==> config.mk <==
export PLATFORM = sky130hd
export DESIGN_NAME = event_fragment_counter_unit
export DESIGN_NICKNAME = d
export VERILOG_FILES = /design/src/efc_pkg.sv /design/src/efc_cell.sv /design/src/efc_table.sv /design/src/event_fragment_counter_unit.sv
export SDC_FILE = /design/constraint.sdc
export NUM_CORES = 2
export LEC_CHECK = 0
export ABC_AREA = 1
export BUFFER_PORTS_ARGS = -buffer_cell sky130_fd_sc_hd__clkbuf_2
export CAP_MARGIN = 5
export CORE_MARGIN = 2
export CORE_UTILIZATION = 50
export DETAILED_ROUTE_END_ITERATION = 8
export HOLD_SLACK_MARGIN = 0.12
export PLACE_DENSITY = 0.62
export SYNTH_ARGS = -nofsm -noshare
export SYNTH_HDL_FRONTEND = slang
export SYNTH_SLANG_ARGS = --single-unit
export TNS_END_PERCENT = 20
==> constraint.sdc <==
create_clock -name i_clk -period 6.78 [get_ports i_clk]
set_clock_uncertainty 0.05 [all_clocks]
set_input_delay 0.339 -clock i_clk [delete_from_list [all_inputs] [get_ports i_clk]]
set_output_delay 0.339 -clock i_clk [all_outputs]
set_load 0.02 [all_outputs]
==> src/efc_pkg.sv <==
// efc_pkg: shared types and constants for the event fragment counter.
// Used by efc_cell, efc_table, the top level and the checker; no dependencies.
`default_nettype none

package efc_pkg;

    // Fixed field widths
    localparam int unsigned EvIdBits   = 32;
    localparam int unsigned CountBits  = 6;
    localparam int unsigned PartsBits  = 7;
    localparam int unsigned NumSrcBits = 7;

    // Source count limits and reset value
    localparam logic [NumSrcBits-1:0] MaxSources   = 7'd64;
    localparam logic [NumSrcBits-1:0] ResetSources = 7'd3;

    // Outcome of one fragment
    typedef enum logic [1:0] {
        ST_NEW      = 2'd0,
        ST_COUNTED  = 2'd1,
        ST_COMPLETE = 2'd2,
        ST_DROPPED  = 2'd3
    } t_status;

    // Per-entry update command
    typedef struct packed {
        logic alloc;
        logic incr;
        logic clear;
    } t_cell_ctl;

    // Result of one lookup
    typedef struct packed {
        t_status                status;
        logic [PartsBits-1:0]   parts;
    } t_result;

endpackage

`default_nettype wire

==> src/efc_cell.sv <==
// efc_cell: one table entry holding valid flag, event identifier and count.
// Depends on efc_pkg for the update command struct and count width.
`default_nettype none

module efc_cell import efc_pkg::*; #(
    parameter int unsigned KEY_BITS = 32
) (
    input  wire logic                 i_clk,
    input  wire logic                 i_rst_n,
    input  wire logic [KEY_BITS-1:0]  i_key,
    input  wire t_cell_ctl            i_ctl,
    input  wire logic [CountBits-1:0] i_new_count,
    output logic                      o_match,
    output logic                      o_free,
    output logic [CountBits-1:0]      o_count
);

    logic                 r_valid;
    logic [KEY_BITS-1:0]  r_id;
    logic [CountBits-1:0] r_count;

    // Occupancy: set on allocation, drop on completion
    always_ff @(posedge i_clk) begin
        if (!i_rst_n) begin
            r_valid <= 1'b0;
        end else if (i_ctl.alloc) begin
            r_valid <= 1'b1;
        end else if (i_ctl.clear) begin
            r_valid <= 1'b0;
        end
    end

    // Identifier and count; only read while the entry is valid
    always_ff @(posedge i_clk) begin
        if (i_ctl.alloc) begin
            r_id    <= i_key;
            r_count <= CountBits'(1);
        end else if (i_ctl.incr) begin
            r_count <= i_new_count;
        end
    end

    // Compare against the incoming identifier
    assign o_match = r_valid && (r_id == i_key);
    assign o_free  = !r_valid;
    assign o_count = r_count;

endmodule

`default_nettype wire

==> src/efc_table.sv <==
// efc_table: row of entries with parallel compare, lowest-free pick and update decision.
// Depends on efc_pkg and efc_cell.
`default_nettype none

module efc_table import efc_pkg::*; #(
    parameter int unsigned ENTRIES  = 64,
    parameter int unsigned KEY_BITS = 32
) (
    input  wire logic                  i_clk,
    input  wire logic                  i_rst_n,
    input  wire logic                  i_valid,
    input  wire logic [KEY_BITS-1:0]   i_key,
    input  wire logic [NumSrcBits-1:0] i_target,
    output t_result                    o_result
);

    logic [ENTRIES-1:0]   match_vec;
    logic [ENTRIES-1:0]   free_vec;
    logic [ENTRIES-1:0]   free_pick;
    logic [CountBits-1:0] count_vec [ENTRIES];
    logic [CountBits-1:0] count_sel;
    logic [PartsBits-1:0] parts_next;
    t_cell_ctl            ctl_vec   [ENTRIES];
    logic                 hit;
    logic                 any_free;
    logic                 done;
    logic                 single;

    // Entries
    for (genvar g = 0; g < ENTRIES; g++) begin : g_cell
        efc_cell #(
            .KEY_BITS (KEY_BITS)
        ) u_cell (
            .i_clk       (i_clk),
            .i_rst_n     (i_rst_n),
            .i_key       (i_key),
            .i_ctl       (ctl_vec[g]),
            .i_new_count (parts_next[CountBits-1:0]),
            .o_match     (match_vec[g]),
            .o_free      (free_vec[g]),
            .o_count     (count_vec[g])
        );
    end

    // Select the count of the matching entry (identifiers are unique)
    always_comb begin
        count_sel = '0;
        for (int i = 0; i < ENTRIES; i++) begin
            if (match_vec[i]) begin
                count_sel = count_sel | count_vec[i];
            end
        end
    end

    // Isolate the lowest free entry
    assign free_pick  = free_vec & (~free_vec + ENTRIES'(1));
    assign any_free   = |free_vec;
    assign hit        = |match_vec;
    assign parts_next = {1'b0, count_sel} + PartsBits'(1);
    assign done       = parts_next >= i_target;
    assign single     = i_target == NumSrcBits'(1);

    // Per-entry commands
    always_comb begin
        for (int i = 0; i < ENTRIES; i++) begin
            ctl_vec[i].clear = i_valid && match_vec[i] && done;
            ctl_vec[i].incr  = i_valid && match_vec[i] && !done;
            ctl_vec[i].alloc = i_valid && !hit && !single && free_pick[i];
        end
    end

    // Outcome for the item
    always_comb begin
        if (hit) begin
            o_result.status = done ? ST_COMPLETE : ST_COUNTED;
            o_result.parts  = parts_next;
        end else if (single) begin
            o_result.status = ST_COMPLETE;
            o_result.parts  = PartsBits'(1);
        end else if (any_free) begin
            o_result.status = ST_NEW;
            o_result.parts  = PartsBits'(1);
        end else begin
            o_result.status = ST_DROPPED;
            o_result.parts  = '0;
        end
    end

endmodule

`default_nettype wire

==> src/event_fragment_counter_unit.sv <==
// Event fragment counter: each item passes the input register, then the result register;
// the strobe marks a loaded result; one item may be taken every cycle, set by a single
// pass of parallel compare and lowest-free pick over the entry row.
// Synchronous active-low reset clears all entry valid bits and the pipeline valid bits and
// sets the source count to 3; busy is high during reset. The receiver cannot stall.
// Depends on efc_pkg and efc_table.
`default_nettype none

module event_fragment_counter_unit import efc_pkg::*; #(
    parameter int unsigned TABLE_ENTRIES = 64,
    parameter int unsigned ID_BITS       = 32
) (
    input  wire logic                  i_clk,
    input  wire logic                  i_rst_n,
    input  wire logic                  start,
    output logic                       busy,
    input  wire logic [EvIdBits-1:0]   i_event_id,
    input  wire logic                  i_cfg_we,
    input  wire logic [NumSrcBits-1:0] i_cfg_wdata,
    output logic                       o_strobe,
    output logic [EvIdBits-1:0]        o_event_id_out,
    output logic [1:0]                 o_status,
    output logic [PartsBits-1:0]       o_parts_seen
);

    localparam int unsigned KeyBits = (ID_BITS < EvIdBits) ? ID_BITS : EvIdBits;

    logic                  r_live;
    logic [NumSrcBits-1:0] r_num_sources;
    logic                  r_in_valid;
    logic [EvIdBits-1:0]   r_in_id;
    logic                  r_out_valid;
    logic [EvIdBits-1:0]   r_out_id;
    t_status               r_status;
    logic [PartsBits-1:0]  r_parts;
    logic [NumSrcBits-1:0] target;
    logic [KeyBits-1:0]    key;
    logic                  accept;
    t_result               result;

    // Ready once out of reset
    always_ff @(posedge i_clk) begin
        if (!i_rst_n) begin
            r_live <= 1'b0;
        end else begin
            r_live <= 1'b1;
        end
    end

    assign busy   = !r_live;
    assign accept = start && !busy;

    // Source count register
    always_ff @(posedge i_clk) begin
        if (!i_rst_n) begin
            r_num_sources <= ResetSources;
        end else if (i_cfg_we) begin
            r_num_sources <= i_cfg_wdata;
        end
    end

    // Clamp the target to one..MaxSources
    always_comb begin
        if (r_num_sources == '0) begin
            target = NumSrcBits'(1);
        end else if (r_num_sources > MaxSources) begin
            target = MaxSources;
        end else begin
            target = r_num_sources;
        end
    end

    // Input register
    always_ff @(posedge i_clk) begin
        if (!i_rst_n) begin
            r_in_valid <= 1'b0;
        end else begin
            r_in_valid <= accept;
        end
    end

    always_ff @(posedge i_clk) begin
        if (accept) begin
            r_in_id <= i_event_id;
        end
    end

    assign key = r_in_id[KeyBits-1:0];

    // Lookup and table update
    efc_table #(
        .ENTRIES  (TABLE_ENTRIES),
        .KEY_BITS (KeyBits)
    ) u_table (
        .i_clk    (i_clk),
        .i_rst_n  (i_rst_n),
        .i_valid  (r_in_valid),
        .i_key    (key),
        .i_target (target),
        .o_result (result)
    );

    // Result register
    always_ff @(posedge i_clk) begin
        if (!i_rst_n) begin
            r_out_valid <= 1'b0;
        end else begin
            r_out_valid <= r_in_valid;
        end
    end

    always_ff @(posedge i_clk) begin
        if (r_in_valid) begin
            r_out_id <= EvIdBits'(key);
            r_status <= result.status;
            r_parts  <= result.parts;
        end
    end

    assign o_strobe       = r_out_valid;
    assign o_event_id_out = r_out_id;
    assign o_status       = r_status;
    assign o_parts_seen   = r_parts;

endmodule

`default_nettype wire

Word-level counts from Yosys, hierarchy flattened
Index checks and enable logic that the tools add are counted.
- logic and storage cells: 991
- register bits after elaboration: 2579
- input bits: 43
- output and inout port bits: 43
- reduce and logical (&&, ||, !) cells: 458
- add/sub/neg operators: 2
- mux-type cells: 199
- magnitude comparators: 2
- equal/unequal tests: 65
- bitwise operators: 65
- operators by type and width (kind ; count):
    $eq 32x32->1 ; 64
    $mux 6 ; 64
    $or 6x6->6 ; 63
    $logic_and 1x1->1 ; 323
    $mux 1 ; 129
    $reduce_bool 2->1 ; 64
    $reduce_or 64->1 ; 2
    $logic_not 1->1 ; 68
    $add 64x1->64 const B ; 1
    $and 64x64->64 ; 1
    $not 64->64 ; 1
    $mux 9 ; 3
    $mux 7 ; 2
    $add 6x1->7 const B ; 1
    $eq 7x1->1 const B ; 1
    $ge 7x7->1 ; 1
    $gt 7x7->1 const B ; 1
    $logic_not 7->1 ; 1
    $mux 2 ; 1

Depth between registers and ports, before layout
- depth in word-level cells: 134
- mapped depth: 44
- depth with buffers taken out: 37

Modules after synthesis
Synthesis repeated with hierarchy kept, for this count alone.
- cell total of the unflattened synthesis: 14747
- area total of the unflattened synthesis: 124499.4 µm²
- by module, submodules not included (module ; area each (µm²) ; cells each ; sequential area each (µm²) ; times used):
    efc_cell ; 1803.0 ; 205 ; 1101.1 ; 64
    efc_table ; 6517.5 ; 1502 ; 0.0 ; 1
    event_fragment_counter_unit ; 2591.2 ; 125 ; 2392.3 ; 1

Worst setup path after synthesis
No wires, ideal clock.
- kind: flip-flop to flip-flop
- start point: register r_in_id[3], in the netlist key[3]
- end point: register u_table.g_cell[34].u_cell.r_count[0]
- arrival time: 5922 ps
- stages on the path, launching flop included: 43
- slack: 677 ps
- setup time: 131 ps
- path through: edfxtp_1 > buf_4 > inv_2 > buf_6 > buf_4 > nand2_1 > nand2_1 > nor3_1 > nand2_1 > nor2_1 > nand3_1 > nor2_1 > nand2_1 > nand2_1 > nor2_1 > nand2_1 > nor2_1 > nand2_1 > [7 not listed] > nand3b_1 > nand2_1 > buf_4 > buf_6 > inv_1 > ha_1 > inv_1 > o21bai_1 > a21oi_1 > o21bai_1 > a41oi_1 > inv_1 > clkbuf_1 > clkbuf_1 > nor2_1 > inv_1 > a21oi_1 > o21ai_0
- longest elaborated chain between the ends: 133
- RTL lines (element ; line ; source):
    start: declaration ; event_fragment_counter_unit.sv:31 ; logic [EvIdBits-1:0] r_in_id;
    start signal: assignment ; event_fragment_counter_unit.sv:84 ; r_in_id <= i_event_id;
    $eq 32x32->1 ; efc_cell.sv:44 ; assign o_match = r_valid && (r_id == i_key);
    $logic_and 1x1->1 ; efc_cell.sv:44 ;
    $mux 6 ; efc_table.sv:49 ; if (match_vec[i]) begin
    $or 6x6->6 ; efc_table.sv:50 ; count_sel = count_sel | count_vec[i];
    $mux 6 ; efc_table.sv:49 ;
    $or 6x6->6 ; efc_table.sv:50 ;
    $mux 6 ; efc_table.sv:49 ;
    $or 6x6->6 ; efc_table.sv:50 ;
    [118 not listed] ; n/a ;
    $mux 6 ; efc_table.sv:49 ;
    $or 6x6->6 ; efc_table.sv:50 ;
    $mux 6 (*) ; efc_table.sv:49 ;
    $add 6x1->7 (*) ; efc_table.sv:59 ; assign parts_next = {1'b0, count_sel} + PartsBits'(1);
    via u_table.g_cell[0].u_cell.i_new_count[4] ; efc_cell.sv:12 ; input wire logic [CountBits-1:0] i_new_count,
    $ge 7x7->1 (*) ; efc_table.sv:60 ; assign done = parts_next >= i_target;
    $logic_not 1->1 (*) ; efc_table.sv:67 ; ctl_vec[i].incr = i_valid && match_vec[i] && !done;
    $logic_and 1x1->1 (*) ; efc_table.sv:67 ;
    end signal: assignment ; efc_cell.sv:37 ; r_count <= CountBits'(1);
    end signal: assignment ; efc_cell.sv:39 ; r_count <= i_new_count;
    end: declaration ; efc_cell.sv:20 ; logic [CountBits-1:0] r_count;
Mark *: on every way through the listed nets, which the timed path passes. The rest lies on a longest branch.
A chain may end at the register's enable or synchronous reset.

Worst setup path after layout
- start point: register r_in_id[31], in the netlist key[31]
- end point: register u_table.g_cell[45].u_cell.r_count[1]
- longest elaborated chain between the ends: 133
- RTL lines (element ; line):
    $eq 32x32->1 ; efc_cell.sv:44
    $logic_and 1x1->1 ; efc_cell.sv:44
    $mux 6 ; efc_table.sv:49
    $or 6x6->6 ; efc_table.sv:50
    $mux 6 ; efc_table.sv:49
    $or 6x6->6 ; efc_table.sv:50
    $mux 6 ; efc_table.sv:49
    $or 6x6->6 ; efc_table.sv:50
    [117 not listed] ; n/a
    $or 6x6->6 ; efc_table.sv:50
    $mux 6 ; efc_table.sv:49
    $or 6x6->6 ; efc_table.sv:50
    $mux 6 ; efc_table.sv:49
    $add 6x1->7 ; efc_table.sv:59
    $ge 7x7->1 ; efc_table.sv:60
    $logic_not 1->1 ; efc_table.sv:67
    $logic_and 1x1->1 ; efc_table.sv:67
    end signal: assignment ; efc_cell.sv:37
    end signal: assignment ; efc_cell.sv:39
    end: declaration ; efc_cell.sv:20
Parallel ways exist; a longest one is shown, timed or not.

==> out/metrics.cfg <==
[synthesis]
synth_compound_area_frac = 0.0693
seq_area_frac_synth = 0.622
syn_inst = 12300
yosys_warnings = 0
ys_top_cells_by_count = nand2_1, edfxtp_1, nor2_1, inv_1, o21ai_0
yosys.cell_count.top_type = nand2_1
syn-num-nets = 12400
synth_top_family_by_area = simple AND/OR/NAND/NOR gates
yosys.area_share.xor_xnor = 0.0435
synthMuxAreaShare = 0
yosysTopAreaCellShare = 0.544
synth_ff_type = edfxtp_1
synthSimpleGateAreaFrac = 0.205
synth_area_sq_um = 117000
yosys.area_share.adder = 0.000855
ys_types = 45
yosys.area.top_type = edfxtp_1
avgSynthCellArea_sq_um = 9.51
ys_async_sr_fraction = 0
synth_area_leaders = edfxtp_1, nand2_1, dfxtp_1, nor2_1, o21ai_0
synth_edf_count = 2121
synth_seq_cells = 2579

[setup_path]
end_kind = register
critPathArrivalTime_ps = 7030
critPathMaxStageDelay_ps = 570
worst_path_max_delay_cell = inv_4
crit_type = reg -> reg
cp.required_ps = 7540
path_common_cell = nand2_1
path_max_fanout = 32
critPathLaunchType = register

[routing]
ant_nets = 0
first_iter_violations = 12700
vias_per_cell = 5.73
wirelength_mm = 449
drt_pre_antenna_iters = 8
vias = 93400
drt-wirelength-per-cell_um = 27.5
drc = 0

[floorplanning]
start_util = 0.503
rows = 177
core_area_sq_um = 233000
die_w_um = 488
io_pins = 86
dieArea_sq_um = 238000
die_height_um = 488

[sta]
setup_viol = 0
period_share = 0.925
maxSlewViolCount = 0
grt_setup_unrepaired = false
fmax_mhz = 159
relSlewSlack = 0.227
worstMarginPinSlew_ps = 1160
hold_violations = 0
tns_ps = 0
timing.final.crit_period_ps = 6270

[clock_network]
cts_max_level = 5
cts_root_buffer = clkbuf_16
numCtsBuffers = 297
cts.path.max_buffers = 4
cts_resized = 0
clkSinkCount = 2579
clk_pin_slew_worst_paths_ps = 60
worst_skew_pair.late_latency_ps = 950
cts_tree = built

[placed_design]
placed_cells = 15700
place_congestion = 1.03
port-buffer-count = 85
dp_hpwl_mm = 295
dpl-instance-area_sq_um = 126000

[finish]
final_cell_count_no_fill = 16300
fin_nets = 13000
n_fill_cell = 20000
layout-drive-gt1-share = 0.106
final_cell_area_sq_um = 135000
areaGrowthSynthToFinish_pct = 15.7

[global_route]
grt_pass1_wl_mm = 630
track_usage = 0.372
grt-ovfl-total = 0
grt_pass1_vias = 87800
grt_antenna_before_repair = 26
grt_max_degree = 74

[power_and_ir_drop]
power-per-cell-area_nw_per_um2 = 252
vdd_drop_max_v = 0.000216
leakage_uw = 0.0542

[min_path]
hp-class = in -> reg

[flow_run]
maxCapViolCount = 0

[outcome]
status = finished, final reports clean

## layer usage
metal | GRT usage | part of all wire | vias to the layer above
li1 | - | - | 41700
met1 | 0.507 | 0.40 | 45200
met2 | 0.580 | 0.45 | 5480
met3 | 0.0688 | 0.11 | 1000
met4 | 0.164 | 0.049 | 12
met5 | 0 | 0.00018 | -
## area by class of cell
type / count / area [sq um] / share of cell area
tap: 3132 / 3920 / 0.0289
clock buffer: 394 / 8150 / 0.0601
inverter: 1194 / 4530 / 0.0335
sequential: 2579 / 72900 / 0.538
multi-input combinational: 8052 / 37300 / 0.275
antenna: 7 / 17.5 / 0.000129
timing repair buffer: 819 / 7850 / 0.0579
clock inverter: 120 / 827 / 0.00611
## report_power, final
part | leakage, uW | internal (uW) | switching, uW
sequential | 0.0228 | 17100 | 29.8
combinational | 0.0270 | 474 | 1240
clock | 0.00439 | 8780 | 6490
## cells by family (layout without fill, tap and decap cells)
logic type,Yosys count,after routing
AO/OA/AOI/OAI,1516,1516
XOR/XNOR,582,582
adder cells (fa/ha/maj),8,8
buffers and inverters,1674,2527
flip-flops,2579,2579
other,0,7
AND/OR/NAND/NOR,5946,5946
## state kept, by name, summed over array words and instances, names as in the netlist
name	count
u_table.g_cell.u_cell.r_id	2048
u_table.g_cell.u_cell.o_count	384
u_table.g_cell.u_cell.r_valid	64
key	32
o_event_id_out	32
o_parts_seen	7
r_num_sources	7
o_status	2
o_strobe	1
r_in_valid	1
r_live	1
## per-stage QoR
stage | hold WS (ps) | utilization | setup WS [ps] | power (uW)
finish | 187 | 0.582 | 506 | 34100
global route | 181 | 0.582 | 208 | 34800
CTS | 135 | 0.582 | 615 | 34100
detailed placement | 402 | 0.540 | 694 | 19100
global placement | 400 | 0.540 | 712 | 19100
floorplan | 317 | - | 677 | 18200
## placed cells by master, fill, tap and decap left out, drive strengths merged
| cell | count |
|---|---|
| o211ai | 26 |
| a21oi | 357 |
| o22ai | 139 |
| diode | 7 |
| bufinv | 10 |
| nand3b | 2 |
| xnor2 | 497 |
| clkinvlp | 4 |
| nand3 | 528 |
| edfxtp | 2121 |
| ha | 8 |
| a21boi | 5 |
| nor4 | 14 |
| inv | 1196 |
| clkbuf | 479 |
| nand4 | 118 |
| or2 | 125 |
| o211a | 12 |
| a41oi | 1 |
| dlygate4sd3 | 89 |
| clkinv | 104 |
| nor3 | 63 |
| xor2 | 85 |
| o21ai | 954 |
| nor2 | 1392 |
| dfxtp | 458 |
| o221ai | 5 |
| and3 | 3 |
| o21bai | 13 |
| buf | 645 |
| a22o | 3 |
| o21a | 1 |
| nand2 | 3701 |
## critical path, delay by kind of cell (launching register included)
kind,cells,cell delay (ps)
adders and majority gates,2,510
and+or+nand+nor,18,1910
buffers and inverters,9,1860
DFF,1,440
AOI/OAI and AO/OA,9,1350
## worst paths after layout
kind | start | endpoint | cells after the start | slack (ps)
max | key[31]$_DFFE_PP_ | u_table.g_cell[45].u_cell.o_count[1]$_SDFFE_PP0P_ | 38 | 510
min | i_event_id[0] | key[0]$_DFFE_PP_ | 2 | 190
min reg2reg | u_table.g_cell[3].u_cell.o_count[1]$_SDFFE_PP0P_ | u_table.g_cell[3].u_cell.o_count[1]$_SDFFE_PP0P_ | 2 | 410
max reg2reg | key[31]$_DFFE_PP_ | u_table.g_cell[45].u_cell.o_count[1]$_SDFFE_PP0P_ | 38 | 510
## timing repair
action / 4_1_cts / 5_1_grt
setup buffers: 0 / 0
hold endpoints to repair: 43 / 0
setup endpoints to repair: 0 / 0
hold buffers: 89 / 0
Note: power is estimated with default switching activity, not from simulation.
